`src/design/visual_crypto_block_decode_defines.svh`:
```
// ----------------------------------------------------------------------------
// Assertion macros for the visual crypto block decoder
// Macros that compile to concurrent assertions in simulation and to nothing
// in synthesis. They expect clk and rst_n in the scope where they are used.
// ----------------------------------------------------------------------------
`ifndef VISUAL_CRYPTO_BLOCK_DECODE_DEFINES_SVH
`define VISUAL_CRYPTO_BLOCK_DECODE_DEFINES_SVH

`ifndef SYNTHESIS
// checked only outside reset
`define VCBD_ASSERT(lbl, prop, msg) \
  lbl: assert property (@(posedge clk) disable iff (!rst_n) prop) else $error(msg);
// checked at every edge, reset included
`define VCBD_ASSERT_ALWAYS(lbl, prop, msg) \
  lbl: assert property (@(posedge clk) prop) else $error(msg);
`else
`define VCBD_ASSERT(lbl, prop, msg)
`define VCBD_ASSERT_ALWAYS(lbl, prop, msg)
`endif

`endif

```
`src/design/vcbd_pkg.sv`:
```
// ----------------------------------------------------------------------------
// vcbd_pkg
// Shared constants and types of the visual crypto block decoder.
// ----------------------------------------------------------------------------
package vcbd_pkg;

  localparam int ROW_BYTES_MAX = 256;
  localparam int COL_W         = $clog2(ROW_BYTES_MAX);
  localparam int WIDTH_W       = 12;
  localparam logic [WIDTH_W-1:0] WIDTH_RESET = 12'd64;
  localparam logic [WIDTH_W-1:0] WIDTH_MIN   = 12'd2;

  // control that travels with an item from the front stage to the pixel stage
  typedef struct packed {
    logic       odd;
    logic [2:0] pairs;
    logic       row_hit;
    logic       wrap;
  } s1_ctl_t;

endpackage

```
`src/design/vcbd_line_buf.sv`:
```
// ----------------------------------------------------------------------------
// vcbd_line_buf
// Single-port line buffer holding one even raster row, registered read.
// ----------------------------------------------------------------------------
module vcbd_line_buf
  import vcbd_pkg::*;
(
  input  logic             clk,
  input  logic             we,
  input  logic             re,
  input  logic [COL_W-1:0] addr,
  input  logic [7:0]       wdata,
  output logic [7:0]       rdata
);

  logic [7:0] mem [ROW_BYTES_MAX];
  logic [7:0] rdata_r;

  always_ff @(posedge clk) begin
    if (we) begin
      mem[addr] <= wdata;
    end
    if (re) begin
      rdata_r <= mem[addr];
    end
  end

  assign rdata = rdata_r;

endmodule

```
`src/design/visual_crypto_block_decode.sv`:
```
// Path: a raster byte is registered in the pixel stage, its result in the output register.
// Throughput: one raster byte per cycle when not stalled; each byte takes one access of the
//   single-port line buffer (write on even rows, read on odd rows).
// Output stalls hold the pixel stage only while it holds a result; other bytes keep flowing.
// Reset: width 64, frame restarted, pipeline empty; line buffer contents undefined.
// ----------------------------------------------------------------------------
// visual_crypto_block_decode
// Joins 2x2 subpixel blocks of a stacked share raster into packed output bytes.
// ----------------------------------------------------------------------------
`include "visual_crypto_block_decode_defines.svh"

module visual_crypto_block_decode
  import vcbd_pkg::*;
(
  input  logic               clk,
  input  logic               rst_n,
  // configuration
  input  logic               cfg_valid,
  output logic               cfg_ready,
  input  logic [WIDTH_W-1:0] cfg_input_width,
  // raster input
  input  logic               in_valid,
  output logic               in_ready,
  input  logic [7:0]         in_raster_byte,
  // decoded output
  output logic               out_valid,
  input  logic               out_ready,
  output logic [7:0]         out_byte,
  output logic               out_row_end
);

  localparam logic [11:0] PIX_MAX = 12'(ROW_BYTES_MAX * 8);
  localparam logic [8:0]  RB_MAX  = 9'(ROW_BYTES_MAX);

  // ---------------- front stage state ----------------
  logic [WIDTH_W-1:0] width_r;
  logic               odd_row_r;
  logic [COL_W-1:0]   byte_column_r;
  logic [9:0]         pix_count_r;

  // ---------------- pixel stage ----------------
  logic               s1_valid_r;
  s1_ctl_t            s1_ctl_r;
  logic [7:0]         s1_byte_r;
  logic [7:0]         acc_r;
  logic [2:0]         acc_bits_r;

  // ---------------- output register ----------------
  logic               out_valid_r;
  logic [7:0]         out_byte_r;
  logic               out_row_end_r;

  // derived row geometry
  logic [11:0] w_eff;
  logic [12:0] rb_sum;
  logic [9:0]  rb_raw;
  logic [8:0]  row_bytes;
  logic [11:0] pix_full;
  logic [11:0] pix_w;
  logic [10:0] row_pixels;

  always_comb begin
    w_eff      = (width_r < WIDTH_MIN) ? WIDTH_MIN : width_r;
    rb_sum     = {1'b0, w_eff} + 13'd7;
    rb_raw     = rb_sum[12:3];
    row_bytes  = (rb_raw > {1'b0, RB_MAX}) ? RB_MAX : rb_raw[8:0];
    pix_full   = {w_eff[11:1], 1'b0};
    pix_w      = (pix_full > PIX_MAX) ? PIX_MAX : pix_full;
    row_pixels = pix_w[11:1];
  end

  // front stage: pixel pairs of this byte, row bookkeeping
  logic        in_acc;
  logic [11:0] col_pix;
  logic [11:0] rem_full;
  logic [3:0]  rem;
  logic [2:0]  pairs;
  logic [10:0] cnt_sum;
  logic        row_hit;
  logic [8:0]  col_inc;
  logic        wrap;
  s1_ctl_t     s0_ctl;

  always_comb begin
    col_pix  = {1'b0, byte_column_r, 3'b000};
    rem_full = (pix_w > col_pix) ? (pix_w - col_pix) : 12'd0;
    rem      = (rem_full > 12'd8) ? 4'd8 : rem_full[3:0];
    pairs    = odd_row_r ? rem[3:1] : 3'd0;
    cnt_sum  = {1'b0, pix_count_r} + {8'd0, pairs};
    row_hit  = (pairs != 3'd0) && (cnt_sum >= row_pixels);
    col_inc  = {1'b0, byte_column_r} + 9'd1;
    wrap     = (col_inc >= row_bytes);
    s0_ctl   = '{odd: odd_row_r, pairs: pairs, row_hit: row_hit, wrap: wrap};
  end

  // pixel stage: AND of the stored and current rows, pairwise reduction
  logic [7:0] rd_data;
  logic [7:0] m;
  logic [3:0] px;
  logic [3:0] take;
  logic [7:0] acc_new;
  logic [3:0] bits_new;
  logic [7:0] obyte;
  logic       s1_emit;
  logic       adv1;

  always_comb begin
    m        = rd_data & s1_byte_r;
    px       = {m[7] & m[6], m[5] & m[4], m[3] & m[2], m[1] & m[0]};
    take     = px >> (3'd4 - s1_ctl_r.pairs);
    acc_new  = (acc_r << s1_ctl_r.pairs) | {4'd0, take};
    bits_new = {1'b0, acc_bits_r} + {1'b0, s1_ctl_r.pairs};
    obyte    = acc_new << (4'd8 - bits_new);
    s1_emit  = s1_ctl_r.row_hit || ((s1_ctl_r.pairs != 3'd0) && (bits_new == 4'd8));
    adv1     = s1_valid_r && (!s1_emit || !out_valid_r || out_ready);
  end

  assign in_ready  = !s1_valid_r || adv1;
  assign in_acc    = in_valid && in_ready;
  assign cfg_ready = 1'b1;

  vcbd_line_buf u_line_buf (
    .clk   (clk),
    .we    (in_acc && !odd_row_r),
    .re    (in_acc && odd_row_r),
    .addr  (byte_column_r),
    .wdata (in_raster_byte),
    .rdata (rd_data)
  );

  // front stage registers
  always_ff @(posedge clk) begin
    if (!rst_n) begin
      width_r       <= WIDTH_RESET;
      odd_row_r     <= 1'b0;
      byte_column_r <= '0;
      pix_count_r   <= '0;
    end else if (cfg_valid && cfg_ready) begin
      width_r       <= cfg_input_width;
      odd_row_r     <= 1'b0;
      byte_column_r <= '0;
      pix_count_r   <= '0;
    end else if (in_acc) begin
      if (wrap) begin
        odd_row_r     <= !odd_row_r;
        byte_column_r <= '0;
        pix_count_r   <= '0;
      end else begin
        byte_column_r <= col_inc[COL_W-1:0];
        pix_count_r   <= row_hit ? 10'd0 : cnt_sum[9:0];
      end
    end
  end

  // pixel stage registers
  always_ff @(posedge clk) begin
    if (!rst_n) begin
      s1_valid_r <= 1'b0;
      acc_r      <= '0;
      acc_bits_r <= '0;
    end else begin
      if (in_acc) begin
        s1_valid_r <= 1'b1;
      end else if (adv1) begin
        s1_valid_r <= 1'b0;
      end
      if (cfg_valid && cfg_ready) begin
        acc_r      <= '0;
        acc_bits_r <= '0;
      end else if (adv1) begin
        if (s1_emit || s1_ctl_r.wrap) begin
          acc_r      <= '0;
          acc_bits_r <= '0;
        end else begin
          acc_r      <= acc_new;
          acc_bits_r <= bits_new[2:0];
        end
      end
    end
  end

  always_ff @(posedge clk) begin
    if (in_acc) begin
      s1_ctl_r  <= s0_ctl;
      s1_byte_r <= in_raster_byte;
    end
  end

  // output register
  always_ff @(posedge clk) begin
    if (!rst_n) begin
      out_valid_r <= 1'b0;
    end else if (adv1 && s1_emit) begin
      out_valid_r <= 1'b1;
    end else if (out_ready) begin
      out_valid_r <= 1'b0;
    end
  end

  always_ff @(posedge clk) begin
    if (adv1 && s1_emit) begin
      out_byte_r    <= obyte;
      out_row_end_r <= s1_ctl_r.row_hit;
    end
  end

  assign out_valid   = out_valid_r;
  assign out_byte    = out_byte_r;
  assign out_row_end = out_row_end_r;

  // a stalled pixel stage keeps its item and its line buffer data
  `VCBD_ASSERT(a_s1_hold, s1_valid_r && !adv1 |=> s1_valid_r && $stable(s1_byte_r) && $stable(rd_data), "pixel stage lost its item while stalled")
  // even rows only fill the line buffer
  `VCBD_ASSERT(a_even_quiet, s1_valid_r && !s1_ctl_r.odd |-> !s1_emit, "result from an even row")
  // the input side blocks only behind a waiting result
  `VCBD_ASSERT(a_ready_cause, !in_ready |-> s1_valid_r && out_valid_r && !out_ready, "input blocked without a waiting result")
  // column pointer stays inside the row
  `VCBD_ASSERT(a_col_range, {1'b0, byte_column_r} < row_bytes, "byte column beyond row")
  `VCBD_ASSERT_ALWAYS(a_rst_empty, !rst_n |=> !s1_valid_r && !out_valid_r, "pipeline not empty after reset")

endmodule

```
`config.mk`:
```
export PLATFORM = sky130hd
export DESIGN_NAME = visual_crypto_block_decode
export DESIGN_NICKNAME = d
export VERILOG_FILES = /design/src/design/vcbd_pkg.sv /design/src/design/vcbd_line_buf.sv /design/src/design/visual_crypto_block_decode.sv
export VERILOG_INCLUDE_DIRS = /design/src /design/src/design
export SDC_FILE = /design/constraint.sdc
export NUM_CORES = 2
export LEC_CHECK = 0
export ABC_AREA = 1
export BUFFER_PORTS_ARGS = -buffer_cell sky130_fd_sc_hd__buf_4
export CAP_MARGIN = 20
export CORE_AREA = 3 3 441 443
export DETAILED_ROUTE_END_ITERATION = 8
export DIE_AREA = 0 0 444 446
export SLEW_MARGIN = 15
export SYNTH_ARGS = -nofsm -noshare
export SYNTH_HDL_FRONTEND = slang
export SYNTH_SLANG_ARGS = --single-unit
```
`constraint.sdc`:
```
create_clock -name clk -period 7 [get_ports clk]
set_input_delay 1.4 -clock clk [delete_from_list [all_inputs] [get_ports clk]]
set_output_delay 1.4 -clock clk [all_outputs]
set_load 0.05 [all_outputs]
```
==> run_results.csv <==
group,metric,value,unit
run_status,outcome,"completed",
final_layout,drive_gt1_frac,0.0758,
clocking,clock-root-buffer,"clkbuf_16",
critical_path,cp.depth,31,
synth,synth_nets,6875,
synth,yosysSeqAreaShare,0.737,
timing,finalSetupTns,0,ns
global_routing,grtUsageTotal,0.238,
critical_path,path_max_fanout,11,
global_routing,grt_antenna_before_repair,5,
timing,min_period,5.95,ns
timing,hold_viol,0,
clocking,post-cts-setup-buffers,0,
clocking,clk_path_buf_depth,3,
route,firstDrtPassIters,6,
critical_path,reg2reg_depth,31,
power,swShare,0.219,
final_layout,finalNetCount,6763,
route,drtIter0Drc,6734,
timing,report.final.slew_viol_count,0,
placement,hpwlAfterDp,133,mm
clocking,cts_hold_buf,0,
critical_path,crit_type,"reg -> reg",
worst_hold_path,hp-start,"s1_ctl_r[1]",
timing,setup_ws,1.05,ns
timing,period_share,0.849,
synth,synth.distinct_cells,53,
clocking,clkSinkCount,2122,
flow_run,drv_cap,0,
power,fin_total_pwr,0.0262,W
global_routing,grt_overflow,0,
floorplanning,ios,37,
timing,fin_worst_skew,0.0560,ns
critical_path,crit_top_cell,"nand3_1",
power,powerDensity,277,nW/um^2
synth,synth_area,85800,sq um
timing,holdWs,0.459,ns
worst_hold_path,whs_path_depth,0,
synth,synthCells,6806,
critical_path,end_kind,"flop",
critical_path,cpLargestDelayFamily,"simple AND/OR/NAND/NOR gates",
power,internal_power,0.0205,W
route,ant_nets,0,
power,p_seq_frac,0.532,
worst_hold_path,min_path_type,"reg -> reg",
power,p_clk_frac,0.423,
critical_path,crit_required,7.68,ns
clocking,cts_tree,"done",
power,peakVddDrop,0.243,mV
floorplanning,rows,160,
placement,post-place-ws,1.05,ns
critical_path,max_stage_delay,0.44,ns
route,routed_wl,240,mm
timing,setup_viol,0,
power,leakagePower,30.7,nW
critical_path,cp.arrival,6.62,ns
timing,rsz0062_at_grt,"false",
clocking,cts.clk_slew.worst_paths,0.06,ns
synth,ys_warn_count,0,
final_layout,final_common_cell,"edfxtp_1",
route,wl_per_cell,25.6,microns
placement,place_congestion,0.842,
final_layout,mostFrequentLayoutCells,"edfxtp_1 (2078), nor2_1 (1383), o21ai_0 (1044)",
placement,io_buffers,35,
floorplanning,fp.dieW,444,microns
clocking,cts_resized,0,
power,pwr-share-comb,0.044,
clocking,clk_latency,0.87,ns
power,total_switching_power,0.00576,W
synth,synth-seq-cells,2122,
critical_path,startpoint,"width_r[7]",
critical_path,critPathLaunchType,"flop",
floorplanning,die_area,198000,sq um
critical_path,cp_num_buf_inv,4,
timing,max_freq,168,MHz
critical_path,slowest_stage,"fa_1",
global_routing,grt_pass1_wl,352,mm
global_routing,grt_max_degree,200,
global_routing,grt_pass1_vias,52000,
floorplanning,start_util,0.451,
route,drc,0,
floorplanning,die_h,446,microns
synth,syn_avg_cell_area,12.6,sq um
timing,worst_slew_pin_slew,1.22,ns
floorplanning,core,190000,sq um
route,vias,55100,
timing,max_slew_margin,0.187,
clocking,cts_buffers,210,
final_layout,final_util,0.499,
route,routed_via_density,5.87,
final_layout,syn_to_final_growth,10.6,%
critical_path,rr_startpoint,"width_r[7]",
clocking,htreeDepth,4,
==> power groups by stage <==
stage | Clock (W) | Sequential [W] | Combinational [W]
finish | 0.0111 | 0.0140 | 0.00116
global route | 0.0117 | 0.0140 | 0.00128
CTS | 0.0112 | 0.0140 | 0.00116
detailed placement | 0 | 0.0142 | 0.00116
global placement | 0 | 0.0142 | 0.00115
floorplan | 0 | 0.0142 | 0.000667
==> worst paths after layout <==
kind,endpoint,slack [ns]
max,pix_count_r[2],1.05
min reg2reg,out_row_end,0.46
max reg2reg,pix_count_r[2],1.05
min,out_row_end,0.46
==> cells in the mapped netlist (all sizes together) <==
cell type / count / area, sq um
edfxtp: 2078 / 62400
nor2: 1400 / 5310
o21ai: 1135 / 5680
nand2: 625 / 2490
o22ai: 510 / 3190
buf: 252 / 1410
clkbuf: 188 / 707
inv: 128 / 485
a21oi: 112 / 598
a22o: 85 / 744
nand4: 67 / 419
nand3: 57 / 310
dfxtp: 44 / 881
ha: 41 / 513
xor2: 15 / 139
a31oi: 9 / 56.3
a41oi: 9 / 78.8
clkinv: 7 / 26.3
nor3: 7 / 35.0
nor4: 6 / 52.6
a22oi: 5 / 37.5
or2: 5 / 31.3
fa: 3 / 60.1
o211ai: 3 / 22.5
a221oi: 2 / 23.8
nand3b: 2 / 27.5
o21a: 2 / 15.0
xnor2: 2 / 17.5
a41o: 1 / 10.0
conb: 1 / 3.75
mux2i: 1 / 10.0
o2111ai: 1 / 8.76
o21bai: 1 / 11.3
o221ai: 1 / 8.76
o41ai: 1 / 8.76
==> flip-flops by register name, summed over array words and instances, names as in the netlist, 3 cells and up <==
signal            count
u_line_buf.mem     2048
width_r              12
pix_count_r          10
acc_r                 8
byte_column_r         8
out_byte              8
s1_byte_r             8
u_line_buf.rdata      8
s1_ctl_r              5
acc_bits_r            3
==> kinds of logic after synthesis <==
group / share of synthesized area
simple gates: 0.101
compound gates: 0.122
buf+inv: 0.0307
flops: 0.737
xor+xnor: 0.00182
mux: 0.000117
other cells: 0.0000437
fa+ha+maj: 0.00668
==> through the flow <==
stage / std cells / instance area, sq um
finish: 9386 / 94900
global route: 9384 / 94900
CTS: 9384 / 94900
detailed placement: 8993 / 88200
global placement: 8992 / 88200
floorplan: 6806 / 85800
==> worst reg2reg max path, delay by kind of cell (launching register included) <==
family	cells	cell delay [ns]
buffers and inverters	4	0.37
XOR/XNOR	1	0.20
adder cells (fa/ha/maj)	5	1.54
flip-flops	1	0.32
AO/OA/AOI/OAI	4	0.92
AND/OR/NAND/NOR	17	2.44
==> cell type report <==
cell class | instances | area [sq um]
diodes | 2 | 5.00
well taps | 2511 | 3140
multi-input cells | 4109 | 20000
repair buffers | 116 | 1220
flip-flops and latches | 2122 | 63300
clock inverters | 136 | 1260
inverters | 135 | 546
clock buffers | 255 | 5480
fillers | 16300 | 95500
==> routing by layer <==
metal  vias to the layer above  wire, microns  track usage  share of wire
met2                      2406         112000        0.376           0.47
li1                      24800              -            -              -
met3                       353          20300       0.0403          0.084
met1                     27600         101000        0.340           0.42
met4                         0           6770       0.0716          0.028
met5                         -              0            0              0
(Power assumes the default switching activity.)
